**src/rtl/core/fcr_pkg.sv**
```systemverilog
// Shared types, constants and reply table for the framed command receiver.
package fcr_pkg;

  localparam int NUM_CODES = 7;
  localparam int REPLY_LEN = 11;
  localparam int BEAT_W    = 4;
  localparam int CFG_ADDR_W = 3;

  localparam logic [1:0] OP_RX       = 2'd0;
  localparam logic [1:0] OP_CLR_TIME = 2'd1;
  localparam logic [1:0] OP_CLR_DL   = 2'd2;

  localparam logic [2:0] FLD_NONE   = 3'd0;
  localparam logic [2:0] FLD_SECOND = 3'd7;

  localparam logic [7:0]  HEAD_A    = 8'hFF;
  localparam logic [7:0]  HEAD_B    = 8'h55;
  localparam logic [7:0]  MARK_BYTE = 8'h7F;
  localparam logic [15:0] REPLY_CMD = 16'h3F3F;
  localparam logic [2:0]  MARK_RUN_MAX = 3'd5;

  localparam logic [7:0] R2_MASK_A = 8'h5A;
  localparam logic [7:0] R2_MASK_B = 8'hA5;
  localparam logic [7:0] R3_MASK   = 8'h57;

  localparam logic [BEAT_W-1:0] LAST_BEAT = BEAT_W'(REPLY_LEN - 1);

  typedef enum logic [5:0] {
    PH_HUNT = 6'b000001,
    PH_HEAD = 6'b000010,
    PH_CMDH = 6'b000100,
    PH_CMDL = 6'b001000,
    PH_LEN  = 6'b010000,
    PH_PAY  = 6'b100000
  } phase_t;

  typedef struct packed {
    logic        reply;
    logic [7:0]  r2;
    logic [7:0]  r3;
    logic        done;
    logic [2:0]  fld;
    logic [15:0] val;
    logic        tflag;
    logic        dl;
  } desc_t;

  function automatic logic [7:0] reply_byte(logic [BEAT_W-1:0] idx, logic [7:0] r2,
                                            logic [7:0] r3);
    logic [7:0] b;
    case (idx)
      4'd0:    b = HEAD_A;
      4'd1:    b = HEAD_B;
      4'd2:    b = r2;
      4'd3:    b = r3;
      4'd4:    b = 8'h06;
      4'd5:    b = 8'h4D;
      4'd6:    b = 8'h61;
      4'd7:    b = 8'h72;
      4'd8:    b = 8'h6B;
      4'd9:    b = 8'h54;
      4'd10:   b = 8'h43;
      default: b = 8'h00;
    endcase
    return b;
  endfunction

endpackage

```
**src/rtl/core/fcr_if.sv**
```systemverilog
// Channel interfaces for input bytes, results and configuration writes.
interface fcr_in_if;
  logic       valid;
  logic       ready;
  logic [1:0] opcode;
  logic [7:0] rx_byte;
  modport source (output valid, opcode, rx_byte, input ready);
  modport sink   (input valid, opcode, rx_byte, output ready);
endinterface

interface fcr_out_if;
  logic        valid;
  logic        ready;
  logic        tx_valid;
  logic [7:0]  tx_byte;
  logic        last;
  logic        frame_done;
  logic [2:0]  field_written;
  logic [15:0] field_value;
  logic        time_flag;
  logic        download_request;
  modport source (output valid, tx_valid, tx_byte, last, frame_done, field_written,
                  field_value, time_flag, download_request, input ready);
  modport sink   (input valid, tx_valid, tx_byte, last, frame_done, field_written,
                  field_value, time_flag, download_request, output ready);
endinterface

interface fcr_cfg_if;
  logic                             valid;
  logic                             ready;
  logic [fcr_pkg::CFG_ADDR_W-1:0]   addr;
  logic [15:0]                      data;
  modport source (output valid, addr, data, input ready);
  modport sink   (input valid, addr, data, output ready);
endinterface

```
**src/rtl/core/framed_command_receiver_top.sv**
```systemverilog
// Framed command receiver: parses FF 55 frames, reports time field writes and replies.
// Each accepted transaction updates the parser in the cycle it is accepted and yields
// one result, or eleven reply results for command 3F3F, via the descriptor register
// and then the result register. A new transaction is taken every cycle while results
// flow freely; a reply holds the result register until its eleven bytes are taken, and
// one more transaction can wait in the descriptor register before input ready drops.
module framed_command_receiver_top (
  input  logic        clk,
  input  logic        rst_n,
  fcr_in_if.sink      in_chan,
  fcr_out_if.source   out_chan,
  fcr_cfg_if.sink     cfg_chan
);

  logic [15:0] codes_r [fcr_pkg::NUM_CODES];

  fcr_pkg::phase_t phase_r, phase_nxt;
  logic [7:0] cmd_hi_r, cmd_hi_nxt;
  logic [7:0] cmd_lo_r, cmd_lo_nxt;
  logic [7:0] len_r, len_nxt;
  logic [7:0] cnt_r, cnt_nxt;
  logic [7:0] p0_r, p0_nxt;
  logic [7:0] p1_r, p1_nxt;
  logic       pause_r, pause_nxt;
  logic [2:0] marks_r, marks_nxt;
  logic       dl_r, dl_nxt;

  fcr_pkg::desc_t desc_nxt, d_r, a_r;
  logic           d_v_r, a_v_r;
  logic [fcr_pkg::BEAT_W-1:0] beat_r;

  logic        in_fire, out_fire, out_last, move;
  logic        done;
  logic [15:0] cmd;
  logic [8:0]  cnt_inc;
  logic [2:0]  fld;

  // Configuration registers
  assign cfg_chan.ready = 1'b1;

  always_ff @(posedge clk) begin
    if (!rst_n) begin
      for (int i = 0; i < fcr_pkg::NUM_CODES; i++) begin
        codes_r[i] <= 16'(i + 1);
      end
    end else if (cfg_chan.valid && cfg_chan.addr < 3'(fcr_pkg::NUM_CODES)) begin
      codes_r[cfg_chan.addr] <= cfg_chan.data;
    end
  end

  // Handshakes
  assign out_last = !a_r.reply || beat_r == fcr_pkg::LAST_BEAT;
  assign out_fire = out_chan.valid && out_chan.ready;
  assign move     = !a_v_r || (out_fire && out_last);
  assign in_chan.ready = !d_v_r || move;
  assign in_fire  = in_chan.valid && in_chan.ready;

  // Parser next state
  always_comb begin
    phase_nxt  = phase_r;
    cmd_hi_nxt = cmd_hi_r;
    cmd_lo_nxt = cmd_lo_r;
    len_nxt    = len_r;
    cnt_nxt    = cnt_r;
    p0_nxt     = p0_r;
    p1_nxt     = p1_r;
    pause_nxt  = pause_r;
    marks_nxt  = marks_r;
    dl_nxt     = dl_r;
    done       = 1'b0;
    cnt_inc    = {1'b0, cnt_r} + 9'd1;
    cmd        = {cmd_hi_r, cmd_lo_r};
    fld        = fcr_pkg::FLD_NONE;

    case (in_chan.opcode)
      fcr_pkg::OP_CLR_TIME: begin
        pause_nxt = 1'b0;
      end
      fcr_pkg::OP_CLR_DL: begin
        dl_nxt = 1'b0;
      end
      fcr_pkg::OP_RX: begin
        if (in_chan.rx_byte == fcr_pkg::MARK_BYTE) begin
          if (marks_r >= fcr_pkg::MARK_RUN_MAX) begin
            marks_nxt = 3'd0;
            dl_nxt    = 1'b1;
          end else begin
            marks_nxt = marks_r + 3'd1;
          end
        end else begin
          marks_nxt = 3'd0;
        end

        if (!pause_r) begin
          case (phase_r)
            fcr_pkg::PH_HEAD: begin
              phase_nxt = (in_chan.rx_byte == fcr_pkg::HEAD_B) ? fcr_pkg::PH_CMDH
                                                               : fcr_pkg::PH_HUNT;
            end
            fcr_pkg::PH_CMDH: begin
              cmd_hi_nxt = in_chan.rx_byte;
              phase_nxt  = fcr_pkg::PH_CMDL;
            end
            fcr_pkg::PH_CMDL: begin
              cmd_lo_nxt = in_chan.rx_byte;
              phase_nxt  = fcr_pkg::PH_LEN;
            end
            fcr_pkg::PH_LEN: begin
              len_nxt   = in_chan.rx_byte;
              cnt_nxt   = 8'd0;
              phase_nxt = fcr_pkg::PH_PAY;
            end
            fcr_pkg::PH_PAY: begin
              if (cnt_r == 8'd0) begin
                p0_nxt = in_chan.rx_byte;
              end else if (cnt_r == 8'd1) begin
                p1_nxt = in_chan.rx_byte;
              end
              cnt_nxt = cnt_inc[7:0];
              if (cnt_inc >= {1'b0, len_r}) begin
                phase_nxt = fcr_pkg::PH_HUNT;
                cnt_nxt   = 8'd0;
                done      = 1'b1;
              end
            end
            default: begin
              phase_nxt = (in_chan.rx_byte == fcr_pkg::HEAD_A) ? fcr_pkg::PH_HEAD
                                                               : fcr_pkg::PH_HUNT;
            end
          endcase

          if (done) begin
            for (int i = fcr_pkg::NUM_CODES - 1; i >= 0; i--) begin
              if (codes_r[i] == cmd) begin
                fld = 3'(i + 1);
              end
            end
            if (fld == fcr_pkg::FLD_SECOND) begin
              pause_nxt = 1'b1;
            end
          end
        end
      end
      default: begin
      end
    endcase

    desc_nxt.reply = done && fld == fcr_pkg::FLD_NONE && cmd == fcr_pkg::REPLY_CMD;
    desc_nxt.r2    = (p0_nxt & fcr_pkg::R2_MASK_A) | (p1_nxt & fcr_pkg::R2_MASK_B);
    desc_nxt.r3    = (p0_nxt ^ fcr_pkg::R3_MASK) | (p1_nxt & fcr_pkg::R3_MASK);
    desc_nxt.done  = done;
    desc_nxt.fld   = fld;
    desc_nxt.val   = (fld == fcr_pkg::FLD_NONE) ? 16'd0 : {p0_nxt, p1_nxt};
    desc_nxt.tflag = pause_nxt;
    desc_nxt.dl    = dl_nxt;
  end

  // Parser state
  always_ff @(posedge clk) begin
    if (!rst_n) begin
      phase_r  <= fcr_pkg::PH_HUNT;
      cmd_hi_r <= 8'd0;
      cmd_lo_r <= 8'd0;
      len_r    <= 8'd0;
      cnt_r    <= 8'd0;
      p0_r     <= 8'd0;
      p1_r     <= 8'd0;
      pause_r  <= 1'b0;
      marks_r  <= 3'd0;
      dl_r     <= 1'b0;
    end else if (in_fire) begin
      phase_r  <= phase_nxt;
      cmd_hi_r <= cmd_hi_nxt;
      cmd_lo_r <= cmd_lo_nxt;
      len_r    <= len_nxt;
      cnt_r    <= cnt_nxt;
      p0_r     <= p0_nxt;
      p1_r     <= p1_nxt;
      pause_r  <= pause_nxt;
      marks_r  <= marks_nxt;
      dl_r     <= dl_nxt;
    end
  end

  // Descriptor register and result register
  always_ff @(posedge clk) begin
    if (!rst_n) begin
      d_v_r  <= 1'b0;
      a_v_r  <= 1'b0;
      beat_r <= '0;
    end else begin
      if (in_fire) begin
        d_v_r <= 1'b1;
      end else if (move) begin
        d_v_r <= 1'b0;
      end
      if (move) begin
        a_v_r  <= d_v_r;
        beat_r <= '0;
      end else if (out_fire) begin
        beat_r <= beat_r + 1'b1;
      end
    end
  end

  always_ff @(posedge clk) begin
    if (in_fire) begin
      d_r <= desc_nxt;
    end
    if (move && d_v_r) begin
      a_r <= d_r;
    end
  end

  // Result fields
  assign out_chan.valid            = a_v_r;
  assign out_chan.tx_valid         = a_r.reply;
  assign out_chan.tx_byte          = a_r.reply ? fcr_pkg::reply_byte(beat_r, a_r.r2, a_r.r3)
                                               : 8'd0;
  assign out_chan.last             = out_last;
  assign out_chan.frame_done       = a_r.done;
  assign out_chan.field_written    = a_r.fld;
  assign out_chan.field_value      = a_r.val;
  assign out_chan.time_flag        = a_r.tflag;
  assign out_chan.download_request = a_r.dl;

  a_beat_range: assert property (@(posedge clk) disable iff (!rst_n)
    a_v_r |-> beat_r <= fcr_pkg::LAST_BEAT)
    else $error("reply beat counter past last byte");

  a_beat_step: assert property (@(posedge clk) disable iff (!rst_n)
    out_fire && !out_last |=> beat_r == $past(beat_r) + 1'b1 && a_v_r)
    else $error("reply beat did not advance");

  a_accept_holds: assert property (@(posedge clk) disable iff (!rst_n)
    in_fire |=> d_v_r)
    else $error("accepted transaction not held");

  a_second_pauses: assert property (@(posedge clk) disable iff (!rst_n)
    a_v_r && a_r.fld == fcr_pkg::FLD_SECOND |-> a_r.tflag)
    else $error("seconds write without pause flag");

  a_reply_clean: assert property (@(posedge clk) disable iff (!rst_n)
    a_v_r && a_r.reply |-> a_r.done && a_r.fld == fcr_pkg::FLD_NONE && a_r.val == 16'd0)
    else $error("reply carries a field write");

endmodule
```
**src/flat_wrapper.sv**
```systemverilog
// flat-port wrapper written by rule: the top's interface ports become plain ports
module framed_command_receiver_top_flat 
  (clk, rst_n, in_chan_valid, in_chan_opcode, in_chan_rx_byte, in_chan_ready, out_chan_valid, out_chan_tx_valid, out_chan_tx_byte, out_chan_last, out_chan_frame_done, out_chan_field_written, out_chan_field_value, out_chan_time_flag, out_chan_download_request, out_chan_ready, cfg_chan_valid, cfg_chan_addr, cfg_chan_data, cfg_chan_ready);
  fcr_in_if in_chan_i ();
  fcr_out_if out_chan_i ();
  fcr_cfg_if cfg_chan_i ();
  input  logic clk;
  input  logic rst_n;
  input wire logic [$bits(in_chan_i.valid)-1:0] in_chan_valid;
  input wire logic [$bits(in_chan_i.opcode)-1:0] in_chan_opcode;
  input wire logic [$bits(in_chan_i.rx_byte)-1:0] in_chan_rx_byte;
  output wire logic [$bits(in_chan_i.ready)-1:0] in_chan_ready;
  output wire logic [$bits(out_chan_i.valid)-1:0] out_chan_valid;
  output wire logic [$bits(out_chan_i.tx_valid)-1:0] out_chan_tx_valid;
  output wire logic [$bits(out_chan_i.tx_byte)-1:0] out_chan_tx_byte;
  output wire logic [$bits(out_chan_i.last)-1:0] out_chan_last;
  output wire logic [$bits(out_chan_i.frame_done)-1:0] out_chan_frame_done;
  output wire logic [$bits(out_chan_i.field_written)-1:0] out_chan_field_written;
  output wire logic [$bits(out_chan_i.field_value)-1:0] out_chan_field_value;
  output wire logic [$bits(out_chan_i.time_flag)-1:0] out_chan_time_flag;
  output wire logic [$bits(out_chan_i.download_request)-1:0] out_chan_download_request;
  input wire logic [$bits(out_chan_i.ready)-1:0] out_chan_ready;
  input wire logic [$bits(cfg_chan_i.valid)-1:0] cfg_chan_valid;
  input wire logic [$bits(cfg_chan_i.addr)-1:0] cfg_chan_addr;
  input wire logic [$bits(cfg_chan_i.data)-1:0] cfg_chan_data;
  output wire logic [$bits(cfg_chan_i.ready)-1:0] cfg_chan_ready;
  assign in_chan_i.valid = in_chan_valid;
  assign in_chan_i.opcode = in_chan_opcode;
  assign in_chan_i.rx_byte = in_chan_rx_byte;
  assign in_chan_ready = in_chan_i.ready;
  assign out_chan_valid = out_chan_i.valid;
  assign out_chan_tx_valid = out_chan_i.tx_valid;
  assign out_chan_tx_byte = out_chan_i.tx_byte;
  assign out_chan_last = out_chan_i.last;
  assign out_chan_frame_done = out_chan_i.frame_done;
  assign out_chan_field_written = out_chan_i.field_written;
  assign out_chan_field_value = out_chan_i.field_value;
  assign out_chan_time_flag = out_chan_i.time_flag;
  assign out_chan_download_request = out_chan_i.download_request;
  assign out_chan_i.ready = out_chan_ready;
  assign cfg_chan_i.valid = cfg_chan_valid;
  assign cfg_chan_i.addr = cfg_chan_addr;
  assign cfg_chan_i.data = cfg_chan_data;
  assign cfg_chan_ready = cfg_chan_i.ready;
  framed_command_receiver_top u_core (.clk(clk), .rst_n(rst_n), .in_chan(in_chan_i), .out_chan(out_chan_i), .cfg_chan(cfg_chan_i));
endmodule
```
**config.mk**
```make
export PLATFORM = sky130hd
export DESIGN_NAME = framed_command_receiver_top_flat
export DESIGN_NICKNAME = d
export VERILOG_FILES = /design/src/rtl/core/fcr_pkg.sv /design/src/rtl/core/fcr_if.sv /design/src/rtl/core/framed_command_receiver_top.sv /design/src/flat_wrapper.sv
export SDC_FILE = /design/constraint.sdc
export NUM_CORES = 1
export LEC_CHECK = 0
export ABC_CLOCK_PERIOD_IN_PS = 4400
export BUFFER_PORTS_ARGS = -buffer_cell sky130_fd_sc_hd__buf_2
export CORE_AREA = 2 2 143 145
export CTS_BUF_LIST = sky130_fd_sc_hd__clkbuf_4 sky130_fd_sc_hd__clkbuf_8 sky130_fd_sc_hd__clkbuf_16
export DETAILED_ROUTE_END_ITERATION = 10
export DIE_AREA = 0 0 145 147
export HOLD_SLACK_MARGIN = 0.06
export PLACE_DENSITY = 0.79
export SKIP_CTS_REPAIR_TIMING = 1
export SYNTH_ARGS = -nofsm -noshare
export SYNTH_HDL_FRONTEND = slang
export SYNTH_SLANG_ARGS = --single-unit
```
**constraint.sdc**
```tcl
create_clock -name clk -period 4.4 [get_ports clk]
set_clock_uncertainty 0.15 [all_clocks]
set_input_delay 0.88 -clock clk [delete_from_list [all_inputs] [get_ports clk]]
set_output_delay 0.88 -clock clk [all_outputs]
set_load 0.01 [all_outputs]
```
==> After elaboration in Yosys (flattened, before gate mapping) <==
Memories as Yosys holds them, arrays and structs flattened.
Cells that the tools add are included.
{ "word_totals": {"wordCells": 153, "mem_bits_rw": 112, "register_bits": 143, "mem_bits_ro": 0, "mem_count": 1, "in_bits": 34, "latch_bits": 0} }
{ "mem_list": {"columns": ["memory", "depth", "word_bits", "rd", "rd_ports_with_merged_regs", "write_ports", "line", "rtl"], "rows": [
  ["u_core.codes_r", 7, 16, 7, 0, 7, "framed_command_receiver_top.sv:15", "logic [15:0] codes_r [fcr_pkg::NUM_CODES];"]
]} }
{ "op_classes": {"n_reduce_logical": 27, "n_bitwise": 5, "shifts": 0, "n_lt_le_gt_ge": 3, "n_eq_ne": 31, "n_div": 0, "n_mux": 54, "n_addsub": 3, "mul": 0} }
{ "ops": {"columns": ["cell", "count"], "rows": [
  ["$eq A16 B16 Y1", 7],
  ["$mux W8", 11],
  ["$pmux W8 S11", 1],
  ["$mux W3", 17],
  ["$pmux W6 S5", 1],
  ["$reduce_and A4 Y1", 5],
  ["$mux W1", 18],
  ["$eq A16 B14 Y1 const B", 1],
  ["$eq A4 B3 Y1 const B", 4],
  ["$eq A8 B7 Y1 const B", 2],
  ["$mux W16", 1],
  ["$pmux W8 S2", 1],
  ["$reduce_or A16 Y1", 1],
  ["$eq A4 B4 Y1 const B", 3],
  ["$add A8 B1 Y9 const B", 1],
  ["$ge A9 B8 Y1", 1],
  ["$eq A4 B2 Y1 const B", 2],
  ["$eq A8 B1 Y1 const B", 1],
  ["$eq A8 B8 Y1 const B", 1],
  ["$logic_not A8 Y1", 1],
  ["$or A7 B8 Y8", 1],
  ["$or A8 B7 Y8", 1],
  ["$logic_and A1 B1 Y1", 7],
  ["$eq A6 B2 Y1 const B", 1],
  ["other kinds (26)", 33]
]} }

==> Depth between registers and ports, before layout <==
Gate-level depths: netlist of run 1.
An unclocked memory read counts as a cell.
{ "logic_depth": {"ltp_word": 18, "ltp_mapped": 11} }

==> Worst setup path after synthesis of run 1 <==
OpenSTA, ideal clock, no wires.
{ "synth_timing": {"path_type": "input to register", "from": "input out_chan_ready", "to": "register u_core.phase_r[1]", "slack_ns": 0.666, "setup_ns": 0.070, "arrival_ns": 3.514, "required_time_ns": 4.180, "path_stages": 5, "n_path_buf": 0, "cell_sequence": "o21ai_1 -> a31oi_2 -> nand2b_1 -> or4b_1 -> a21oi_1"} }
{ "synth_via": {"elab_chain_cells": 6} }
{ "synth_lines": {"columns": ["item", "line", "rtl"], "rows": [
  ["start: declaration", "flat_wrapper.sv:22", "input wire logic [$bits(out_chan_i.ready)-1:0] out_chan_ready;"],
  ["$logic_and A1 B1 Y1", "framed_command_receiver_top.sv:53", "assign out_fire = out_chan.valid && out_chan.ready;"],
  ["$logic_and A1 B1 Y1", "framed_command_receiver_top.sv:54", "assign move = !a_v_r || (out_fire && out_last);"],
  ["$logic_or A1 B1 Y1", "framed_command_receiver_top.sv:54", null],
  ["$logic_or A1 B1 Y1", "framed_command_receiver_top.sv:55", "assign in_chan.ready = !d_v_r || move;"],
  ["$logic_and A1 B1 Y1", "framed_command_receiver_top.sv:56", "assign in_fire = in_chan.valid && in_chan.ready;"],
  ["net u_core.in_fire", "framed_command_receiver_top.sv:32", "logic in_fire, out_fire, out_last, move;"],
  ["$reduce_and A4 Y1 (no source line)", null, null],
  ["end signal: assignment", "framed_command_receiver_top.sv:161", "phase_r <= fcr_pkg::PH_HUNT;"],
  ["end signal: assignment", "framed_command_receiver_top.sv:172", "phase_r <= phase_nxt;"],
  ["end: declaration", "framed_command_receiver_top.sv:17", "fcr_pkg::phase_t phase_r, phase_nxt;"]
]} }
The timed path passes the listed nets, and every way through them passes these cells.
A chain may end at the register's enable or synchronous reset.

==> Worst setup path in the final report of run 1 <==
{ "layout_timing": {"from": "register u_core.beat_r[0] (netlist bit)", "to": "output in_chan_ready"} }
{ "layout_via": {"elab_chain_cells": 5} }
{ "layout_lines": {"columns": ["item", "line", "rtl"], "rows": [
  ["start: declaration", "framed_command_receiver_top.sv:30", "logic [fcr_pkg::BEAT_W-1:0] beat_r;"],
  ["start signal: assignment", "framed_command_receiver_top.sv:201", "beat_r <= beat_r + 1'b1;"],
  ["$eq A4 B4 Y1", "framed_command_receiver_top.sv:52", "assign out_last = !a_r.reply || beat_r == fcr_pkg::LAST_BEAT;"],
  ["$logic_or A1 B1 Y1", "framed_command_receiver_top.sv:52", null],
  ["$logic_and A1 B1 Y1", "framed_command_receiver_top.sv:54", null],
  ["$logic_or A1 B1 Y1", "framed_command_receiver_top.sv:54", null],
  ["$logic_or A1 B1 Y1", "framed_command_receiver_top.sv:55", null],
  ["end: declaration", "flat_wrapper.sv:12", "output wire logic [$bits(in_chan_i.ready)-1:0] in_chan_ready;"]
]} }
Every way passes these cells.

==> metrics.yaml, run 1 <==
clocking:
  cts-htree-levels: 1
  cts_buffers: 26
  clock_path_buffers: 3
  clk_latency_ns: 0.52
  cts_sinks: 253
  path_clk_slew_ns: 0.06
  cts-root-buf: "clkbuf_16"
  cts_tree: "done"
outcome:
  outcome: "finished clean"
floorplanning:
  num_rows: 52
  coreArea_um2: 19800
  die_h_um: 147
  die-area_um2: 21300
  initial_core_util_pct: 58.8
  die_w_um: 145
  io_pins: 69
setup_path:
  r2r_start: "u_core.cnt_r[0]"
  end_kind: "output pin"
  cp.required_ns: 3.37
  crit_arrival_ns: 2.62
  rrSetupSlack_ns: 0.92
  reg2regPathDepth: 10
  cp-start-kind: "register"
  r2r-end: "u_core.pause_r"
  cp_max_fo: 13
  path_class: "register to output pin"
logic_synthesis:
  synth_warnings: 0
  ys_types: 67
  syn_area_per_cell_um2: 11.4
  synthArstFlopShare_pct: 0
  syn-num-nets: 1078
  yosysSeqAreaShare_pct: 58.1
  syn_area_um2: 11700
  yosys_most_used_dff: "edfxtp_1"
  synth_edf_count: 172
  netlist_instances: 1027
  ys_ff_latch: 253
placed_design:
  dp_hpwl_um: 16800
  port_buffers: 67
  dpl_cell_area_um2: 12000
  pre_cts_ws_ns: 0.930
  gp_congestion: 0.872
global_routing:
  grt_pass1_wl_um: 39800
  grt_usage_pct: 23.7
  grt_pass1_vias: 7350
  antenna_found_initial: 0
  overflow: 0
  grt_max_degree: 44
routing:
  met3_length_um: 2010
  wl_met1_um: 10400
  via_per_inst: 5.63
  wire_per_inst_um: 18.5
  wl_met2_um: 11800
  vias: 7580
  wirelength_um: 24900
  drtIter0Drc: 684
  drc: 0
  route.top_layer_used: "met4"
  antenna_left: 0
  drtPass1Iterations: 7
timing:
  period_share_pct: 82.8
  slew-limit-headroom_pct: 32.7
  rsz0062_at_grt: "false"
  finalWorstSetupSlack_ns: 0.755
  setup_violations: 0
  worst_pin_slew_ns: 1.01
  period_needed_ns: 3.65
  drv_slew: 0
  fin_setup_tns_ns: 0
  max_freq_ghz: 0.274
  holdWs_ns: 0.264
  hold_violations: 0
worst_hold_path:
  whs_path_depth: 0
  min_to: "u_core.a_r[37]"
  hp-class: "register to register"
  hp-start: "u_core.d_r[37]"
layout:
  syn2layout_area_growth_pct: 10.9
  drive_gt1_share_pct: 13.5
  design_area_um2: 12900
  finalNetCount: 1108
  n_antenna_cell: 0
power_and_ir_drop:
  p_per_area_nw_per_um2: 398
  cellLeakagePower_nw: 5.19
  ir_drop_mv: 0.347
run:
  cap_violations: 0
-- critical path, cell delays in order, from the launching register on --
cell and delay (ns):
dfxtp_1 0.38, inv_1 0.10, ha_1 0.36, and3b_1 0.26, o21ai_1 0.42, and3_1 0.34
inv_1 0.08, buf_2 0.14
-- worst max path at each step --
stage	start	to	slack, ns
after detailed placement	in_chan_opcode[1]	u_core.cmd_hi_r[3]	0.93
final	u_core.beat_r[0]	in_chan_ready	0.75
after global routing	u_core.beat_r[0]	in_chan_ready	0.67
after global placement	in_chan_opcode[1]	u_core.cmd_hi_r[6]	0.97
after CTS	u_core.beat_r[0]	in_chan_ready	0.78
after floorplan	out_chan_ready	u_core.phase_r[1]	0.67
-- cell usage in the layout, fill, tap and decap left out, types with 3 or more instances in the layout --
cell | Yosys | final
dfxtp_1 | 81 | 81
mux2_2 | 8 | 8
inv_1 | 43 | 42
mux2i_1 | 57 | 57
nand3_1 | 24 | 24
o211ai_1 | 4 | 4
nor2b_1 | 14 | 13
nor4_1 | 30 | 30
nand3b_1 | 3 | 3
nand2_1 | 60 | 60
clkinv_1 | 0 | 3
nor2_1 | 144 | 144
nand2b_1 | 10 | 10
buf_4 | 21 | 11
or4b_1 | 3 | 3
or4_1 | 4 | 4
xnor2_1 | 22 | 22
clkbuf_4 | 0 | 3
buf_2 | 18 | 67
o22ai_1 | 5 | 5
or3_1 | 4 | 4
nor3b_1 | 4 | 4
and3_1 | 3 | 3
nor3_1 | 4 | 4
edfxtp_1 | 172 | 172
and4_1 | 3 | 3
clkbuf_16 | 0 | 27
and2_1 | 16 | 16
xor2_1 | 102 | 102
ha_1 | 17 | 17
bufinv_16 | 0 | 4
clkinv_2 | 0 | 8
nand4_1 | 16 | 16
a21oi_1 | 36 | 36
o21ai_0 | 17 | 17
-- cells by family (layout without fill, tap and decap cells) --
family / after synthesis / after routing / synth area share [%]
AND/OR/NAND/NOR: 358 / 358 / 15.4
XOR/XNOR: 124 / 124 / 9.31
adder cells (fa/ha/maj): 17 / 17 / 1.82
buffers and inverters: 119 / 169 / 4.76
AO/OA/AOI/OAI: 90 / 90 / 4.85
other: 1 / 1 / 0.0321
flip-flops: 253 / 253 / 58.1
multiplexers: 65 / 65 / 5.66
-- routing by layer --
metal  up-vias  global-route usage (%)
li1       3625                       -
met3        62                    3.51
met5         -                       0
met1      3599                    32.3
met2       294                    39.4
met4         0                    7.87
-- stage by stage --
| step | util, % | std cells | total power, mW |
|---|---|---|---|
| after detailed placement | 60.7 | 1299 | 2.93 |
| after CTS | 65.2 | 1347 | 5.17 |
| final | 65.2 | 1347 | 5.16 |
| after global placement | 60.7 | 1299 | 2.93 |
| after floorplan | - | 1027 | 2.85 |
| after global routing | 65.2 | 1347 | 5.31 |
-- power by group --
group	switching (mW)	internal, mW	total (mW)
logic	0.151	0.0680	0.219
registers	0.0380	2.63	2.67
clock network	0.897	1.37	2.27
total	1.09	4.07	5.16
-- cell type report --
type	count	area [µm²]
Fill cell	1496	6900
Sequential cell	253	6790
Inverter	43	161
Clock inverter	18	196
Tap cell	270	338
Clock buffer	30	698
Timing Repair Buffer	78	418
Multi-Input combinational cell	655	4350
-- synth_stat cells (10+ instances only) --
library cell | instances | area share [%]
nor2_1 | 144 | 4.6
nand2_1 | 60 | 1.9
nand2b_1 | 10 | 0.54
and2_1 | 16 | 0.86
nand3_1 | 24 | 1.0
edfxtp_1 | 172 | 44
inv_1 | 43 | 1.4
nor4_1 | 30 | 1.6
mux2i_1 | 57 | 4.9
ha_1 | 17 | 1.8
clkbuf_1 | 35 | 1.1
nand4_1 | 16 | 0.86
o21ai_0 | 17 | 0.73
dfxtp_1 | 81 | 14
nor2b_1 | 14 | 0.75
a21oi_1 | 36 | 1.5
buf_2 | 18 | 0.77
buf_4 | 21 | 1.4
xnor2_1 | 22 | 1.7
xor2_1 | 102 | 7.7
-- state kept, by name (all words and copies together), names as in the netlist --
signal	flops
u_core.cmd_hi_r	8
u_core.p0_r	8
u_core.codes_r	112
u_core.d_v_r	1
u_core.out_chan.tx_valid	1
u_core.p1_r	8
u_core.cmd_lo_r	8
u_core.out_chan.field_value	16
u_core.dl_r	1
u_core.a_r	15
u_core.out_chan.download_request	1
u_core.d_r	38
u_core.len_r	8
u_core.phase_r	6
u_core.beat_r	4
u_core.out_chan.valid	1
u_core.out_chan.time_flag	1
u_core.cnt_r	8
u_core.marks_r	3
u_core.out_chan.frame_done	1
u_core.out_chan.field_written	3
u_core.pause_r	1
(Power assumes the default switching activity.)
==> run 2, diff against run 1 <==
--- a/config.mk
+++ b/config.mk
@@ -5,14 +5,15 @@
 export SDC_FILE = /design/constraint.sdc
 export NUM_CORES = 1
 export LEC_CHECK = 0
-export ABC_CLOCK_PERIOD_IN_PS = 4400
+export ABC_AREA = 1
+export ABC_CLOCK_PERIOD_IN_PS = 3100
 export BUFFER_PORTS_ARGS = -buffer_cell sky130_fd_sc_hd__buf_2
-export CORE_AREA = 2 2 143 145
+export CORE_AREA = 2 2 153 155
 export CTS_BUF_LIST = sky130_fd_sc_hd__clkbuf_4 sky130_fd_sc_hd__clkbuf_8 sky130_fd_sc_hd__clkbuf_16
 export DETAILED_ROUTE_END_ITERATION = 10
-export DIE_AREA = 0 0 145 147
+export DIE_AREA = 0 0 155 157
 export HOLD_SLACK_MARGIN = 0.06
-export PLACE_DENSITY = 0.79
+export PLACE_DENSITY = 0.76
 export SKIP_CTS_REPAIR_TIMING = 1
 export SYNTH_ARGS = -nofsm -noshare
 export SYNTH_HDL_FRONTEND = slang
==> constraint.sdc (replaced) <==
create_clock -name clk -period 3.1 [get_ports clk]
set_clock_uncertainty 0.15 [all_clocks]
set_input_delay 0.62 -clock clk [delete_from_list [all_inputs] [get_ports clk]]
set_output_delay 0.62 -clock clk [all_outputs]
set_load 0.01 [all_outputs]
==> run 2 against run 1 <==
  * Count of clock-buffer cells in the layout rose by 11
  * Routed wire length rose by 9.1%
  * Clock power rose by 33%
  * Critical path type is now register to register
  * Largest power group unchanged
  * First-iteration DRC count fell by 7.6%
  * Via count rose by 18%
  * Register-to-register slack got worse by 0.82 ns
==> metrics.yaml, run 2 <==
logic_synthesis:
  netlist_instances: 1384  # +35%
  syn_area_um2: 12300  # +5.6%
  yosysSeqAreaShare_pct: 55.1  # -3.1 points
  syn_area_per_cell_um2: 8.90  # -22%
  synth_warnings: 0  # unchanged
  yosys_most_used_dff: "edfxtp_1"
  synth_edf_count: 172  # unchanged
  synth_top_cell_area_share_pct: 41.9  # -2.3 points
  yosys.area.top_type: "edfxtp_1"
  synth_most_common_cell: "nand2_1"
  synth_common_cells: "289 x nand2_1, 219 x nor2_1, 172 x edfxtp_1, 172 x inv_1, 81 x dfxtp_1"
  ys_ff_latch: 253  # unchanged
  synthArstFlopShare_pct: 0  # unchanged
  ys_types: 44  # -34%
  synth.area.top_cells: "edfxtp_1 42%, dfxtp_1 13%, nand2_1 8.8%"
  syn-num-nets: 1435  # +33%
floorplanning:
  initial_core_util_pct: 54.8  # -4.1 points
  die-area_um2: 24300  # +14%
  die_w_um: 155  # +6.9%
  die_h_um: 157  # +6.8%
  coreArea_um2: 22500  # +13%
  io_pins: 69  # unchanged
  num_rows: 55  # +5.8%
setup_path:
  path_class: "register to register"
  slowest_stage: "dfxtp_4"
  cp-start-kind: "register"
  cp.required_ns: 3.23  # -0.14 ns
  rrSetupSlack_ns: 0.1  # -0.82 ns
  crit_chain: "ha_1 > and3_4 > nand3_1 > xor2_1 > inv_1 > ha_4 > a21oi_1 > o211ai_1 > nor2_2 > nand3_2 > nand2_2 > nor2_4 > nand3_4 > nand3_4 > nor2_2"
  path_buf_inv: 1  # -2
  crit_arrival_ns: 3.13  # +0.51 ns
  end_kind: "register"
  cp_max_fo: 8  # -5
  cp_top_family: "simple AND/OR/NAND/NOR gates"
  critPathMaxStageDelay_ns: 0.37  # -0.05 ns
timing:
  hold_violations: 0  # unchanged
  slew-limit-headroom_pct: 52.6  # +20 points
  worst_pin_slew_ns: 0.710  # -0.296 ns
  period_needed_ns: 3.00
  setup_violations: 0  # unchanged
  period_share_pct: 96.8
  max_freq_ghz: 0.333
  drv_slew: 0  # unchanged
routing:
  vias: 8963  # +18%
  drc: 0  # unchanged
  wire_per_inst_um: 15.6  # -16%
  via_per_inst: 5.15  # -8.5%
  drtIter0Drc: 632  # -7.6%
  antenna_left: 0  # unchanged
  drtPass1Iterations: 5  # -2
  wirelength_um: 27200  # +9.1%
global_routing:
  grt_pass1_vias: 8662  # +18%
  overflow: 0  # unchanged
  antenna_found_initial: 0  # unchanged
  grt_pass1_wl_um: 43600  # +9.4%
  grt_usage_pct: 22.6  # -1.0 points
  grt_max_degree: 64  # +45%
run:
  cap_violations: 0  # unchanged
power_and_ir_drop:
  cellLeakagePower_nw: 5.96  # +15%
  ir_drop_mv: 0.489  # +41%
  p_per_area_nw_per_um2: 537  # +35%
worst_hold_path:
  hp-class: "primary input to register"
placed_design:
  dp_hpwl_um: 19100  # +14%
  gp_congestion: 0.932  # +7.0%
  port_buffers: 67  # unchanged
  dpl_cell_area_um2: 12800  # +5.9%
  place_inst: 1691  # +30%
layout:
  design_area_um2: 13700  # +5.6%
  syn2layout_area_growth_pct: 10.9  # about the same
  final_cells: 1741  # +29%
  finalNetCount: 1486  # +34%
  drive_gt1_share_pct: 14.5  # +1.0 points
  layout.cells.most_common: "nand2_1"
  final_cell_mix: "289 x nand2_1, 217 x nor2_1, 172 x edfxtp_1, 171 x inv_1, 78 x dfxtp_1"
  largest_register: "u_core.codes_r"
  largest_reg_flops: 112  # unchanged
clocking:
  cts-root-buf: "clkbuf_16"
  cts_buffers: 26  # unchanged
  clock_path_buffers: 3  # unchanged
  clk_latency_ns: 0.53  # about the same
  cts_sinks: 253  # unchanged
  cts_tree: "done"
  path_clk_slew_ns: 0.06  # about the same
  cts-htree-levels: 1  # unchanged
outcome:
  outcome: "finished clean"
-- run 2: cell count changes after synthesis, moves of 13 or more --
cell / change
nand2_1: +229
inv_1: +129
nor2_1: +75
mux2i_1: -57
o21ai_0: +53
a21oi_1: +39
xor2_1: -37
nor4_1: -26
inv_2: +25
and2_1: -16
buf_2: -15
buf_4: +15
nor2b_1: -14
clkbuf_1: -13
-- run 2: worst min-delay path: cells and delay by family --
| kind | cells | cell delay, ns |
|---|---|---|
| compound gates | 2 | 0.12 |
| buf+inv | 1 | 0.09 |
-- run 2: final timing paths --
path	end	from	depth (start not counted)
setup reg to reg	u_core.d_r[38]	u_core.cnt_r[0]	15
setup / recovery	u_core.d_r[38]	u_core.cnt_r[0]	15
hold / removal	u_core.codes_r[6][0]	cfg_chan_data[0]	3
hold reg to reg	u_core.out_chan.field_written[2]	u_core.d_r[20]	0
-- run 2: final cells by class --
| class | count | area [µm²] |
|---|---|---|
| inverters | 199 | 752 |
| flip-flops and latches | 253 | 6790 |
| clock buffers | 41 | 800 |
| clock inverters | 7 | 36.3 |
| repair buffers | 88 | 505 |
| multi-input cells | 867 | 4420 |
| fillers | 1855 | 8830 |
| well taps | 285 | 357 |
| diodes | 1 | 2.50 |
-- run 2: logic make-up after synthesis --
group | share of synthesized area (%)
other | 0.0304
adder cells (fa/ha/maj) | 1.73
AND/OR/NAND/NOR | 20.6
AO/OA/AOI/OAI | 7.52
flip-flops | 55.1
buffers and inverters | 9.56
XOR/XNOR | 5.47
-- run 2: layer usage --
metal  up-vias  global-route usage [%]  wire [µm]
li1       4511                       -          -
met1      4140                    27.5      11100
met2       242                    40.6      13700
met3        70                    2.92       1310
met4         0                    9.70       1080
met5         -                       0          0
-- run 2: power by group --
part	total, mW	internal (mW)	switching [mW]
clock network	3.01	1.77	1.24
logic	0.472	0.153	0.319
registers	3.85	3.78	0.0735
total	7.33	5.70	1.63
-- run 2: through the flow --
stage / setup slack, ns / power (mW) / util, % / TNS [ns] / hold slack (ns)
floorplan: 0.304 / 4.22 / - / 0 / 0.250
global placement: 0.137 / 4.37 / 56.7 / 0 / 0.251
detailed placement: 0.0279 / 4.39 / 56.7 / 0 / 0.255
CTS: 0.0143 / 7.38 / 60.4 / 0 / 0.166
global route: -0.0242 / 7.60 / 60.7 / -0.102 / 0.198
finish: 0.0979 / 7.33 / 60.7 / 0 / 0.184
==> run 3, diff against run 2 <==
--- a/config.mk
+++ b/config.mk
@@ -14,6 +14,7 @@
 export DIE_AREA = 0 0 155 157
 export HOLD_SLACK_MARGIN = 0.06
 export PLACE_DENSITY = 0.76
+export RECOVER_POWER = 100
 export SKIP_CTS_REPAIR_TIMING = 1
 export SYNTH_ARGS = -nofsm -noshare
 export SYNTH_HDL_FRONTEND = slang
==> run 3 against run 2 <==
  * Fmax shrank 0.83%
  * Register-to-register slack got worse by 0.03 ns
  * Routed wire length rose by 0.35%
  * Global-route usage unchanged
  * Via count about the same
  * Critical path type unchanged
==> metrics.yaml, run 3 (synthesized netlist as in run 2, its figures left out) <==
outcome:
  outcome: "finished clean"
timing:
  max_freq_ghz: 0.330  # -0.83%
  fin_setup_tns_ns: 0  # unchanged
  hold_violations: 0  # unchanged
  holdWs_ns: 0.182  # -0.00156 ns
  worst_pin_slew_ns: 1.22  # +0.505 ns
  drv_slew: 0  # unchanged
  period_share_pct: 97.7  # +0.81 points
  period_needed_ns: 3.03  # +0.0251 ns
  slew-limit-headroom_pct: 19.0  # -34 points
  setup_violations: 0  # unchanged
routing:
  wirelength_um: 27300  # +0.35%
  drtPass1Iterations: 6  # +1
  vias: 8964  # +0.011%
  route.top_layer_used: "met4"
  wl_met1_um: 11100  # +0.51%
  met3_length_um: 1390  # +6.1%
  drc: 0  # unchanged
  wire_per_inst_um: 15.7  # +0.41%
  antenna_left: 0  # unchanged
  via_per_inst: 5.15  # about the same
  drtIter0Drc: 651  # +3.0%
  wl_met2_um: 13600  # -0.52%
placed_design:
  place_inst: 1691  # unchanged
  gp_congestion: 0.932  # unchanged
  dp_hpwl_um: 19100  # unchanged
  dpl_cell_area_um2: 12800  # unchanged
  port_buffers: 67  # unchanged
setup_path:
  cp.required_ns: 3.23  # about the same
  crit_chain: "ha_1 > and3_4 > nand3_1 > xor2_1 > inv_1 > ha_4 > a21oi_1 > o211ai_1 > nor2_2 > nand3_2 > nand2_2 > nor2_4 > nand3_4 > nand3_4 > nor2_1"
  crit_cells: 15  # unchanged
  path_class: "register to register"
  path_buf_inv: 1  # unchanged
  cp-start-kind: "register"
  cp_top_family: "simple AND/OR/NAND/NOR gates"
  end_kind: "register"
  crit_arrival_ns: 3.15  # +0.02 ns
  path_common_cell: "nand3_4"
  reg2regPathDepth: 15  # unchanged
  slowest_stage: "dfxtp_4"
  cp_max_fo: 8  # unchanged
  critPathMaxStageDelay_ns: 0.37  # about the same
layout:
  largest_reg_flops: 112  # unchanged
  drive_gt1_share_pct: 10.4  # -4.1 points
  layout.cells.most_common: "nand2_1"
  n_antenna_cell: 0  # -1
  finalNetCount: 1486  # unchanged
  syn2layout_area_growth_pct: 9.47
  final_cell_mix: "293 x nand2_1, 219 x nor2_1, 174 x inv_1, 172 x edfxtp_1, 78 x dfxtp_1"
  final_cells: 1740  # -0.057%
  largest_register: "u_core.codes_r"
  design_area_um2: 13500  # -1.3%
clocking:
  cts_sinks: 253  # unchanged
  cts_buffers: 26  # unchanged
  cts-htree-levels: 1  # unchanged
  clock_path_buffers: 3  # unchanged
  path_clk_slew_ns: 0.06  # about the same
  clk_latency_ns: 0.53  # about the same
  cts_tree: "done"
  cts-root-buf: "clkbuf_16"
floorplanning:
  die-area_um2: 24300  # unchanged
  die_w_um: 155  # unchanged
  io_pins: 69  # unchanged
  num_rows: 55  # unchanged
  initial_core_util_pct: 54.8  # unchanged
  coreArea_um2: 22500  # unchanged
  die_h_um: 157  # unchanged
global_routing:
  grt_pass1_wl_um: 43600  # unchanged
  antenna_found_initial: 0  # unchanged
  grt_max_degree: 64  # unchanged
  grt_usage_pct: 22.6  # unchanged
  overflow: 0  # unchanged
  grt_pass1_vias: 8662  # unchanged
power_and_ir_drop:
  ir_drop_mv: 0.488  # -0.17%
  finalPower_mw: 7.32  # -0.21%
  cellLeakagePower_nw: 5.79  # -2.8%
  p_per_area_nw_per_um2: 542  # +1.1%
worst_hold_path:
  hp-class: "primary input to register"
  whs_path_depth: 3  # unchanged
run:
  cap_violations: 0  # unchanged
run 3: changes by cell type in the layout (fill, tap and decap cells not counted), moves of 2 or more:
cell      change
nor2_1        +2
buf_2        -34
inv_2         -2
nand2_1       +4
buf_4        -16
inv_1         +3
nor3_1        +2
clkbuf_1     +45
nor2_4        -2
clkbuf_2      +5
nand2_2       -4
run 3: worst paths after layout:
path                                        from                          endpoint  slack [ns]
worst min-delay path            cfg_chan_data[0]              u_core.codes_r[6][0]        0.18
worst max-delay path             u_core.cnt_r[0]                    u_core.d_r[38]        0.07
worst max register to register   u_core.cnt_r[0]                    u_core.d_r[38]        0.07
worst min register to register     u_core.d_r[0]  u_core.out_chan.download_request        0.27
run 3: metal layers:
layer | up-vias | track usage, %
met5 | - | 0
met4 | 0 | 9.70
met3 | 77 | 2.92
met2 | 266 | 40.6
met1 | 4115 | 27.5
li1 | 4506 | -
run 3: layout make-up:
class,count,area (µm²)
multi-input cells,867,4360
well taps,285,357
repair buffers,88,397
inverters,199,749
fillers,1903,9010
clock buffers,41,800
clock inverters,7,36.3
flip-flops and latches,253,6790
run 3: tightest hold or removal path: stages:
cell and delay, ns:
buf_2 0.09, a21oi_1 0.06, o21ai_0 0.06
run 3: per-stage QoR:
stage                     util [%]  setup WS [ns]
after floorplan                  -          0.304
after global routing          60.0        -0.0410
after detailed placement      56.7         0.0279
after CTS                     60.4         0.0143
after global placement        56.7          0.137
final                         60.0         0.0728
run 3: power breakdown:
group | internal (mW) | switching, mW
sequential | 3.78 | 0.0740
clock | 1.77 | 1.24
combinational | 0.136 | 0.316
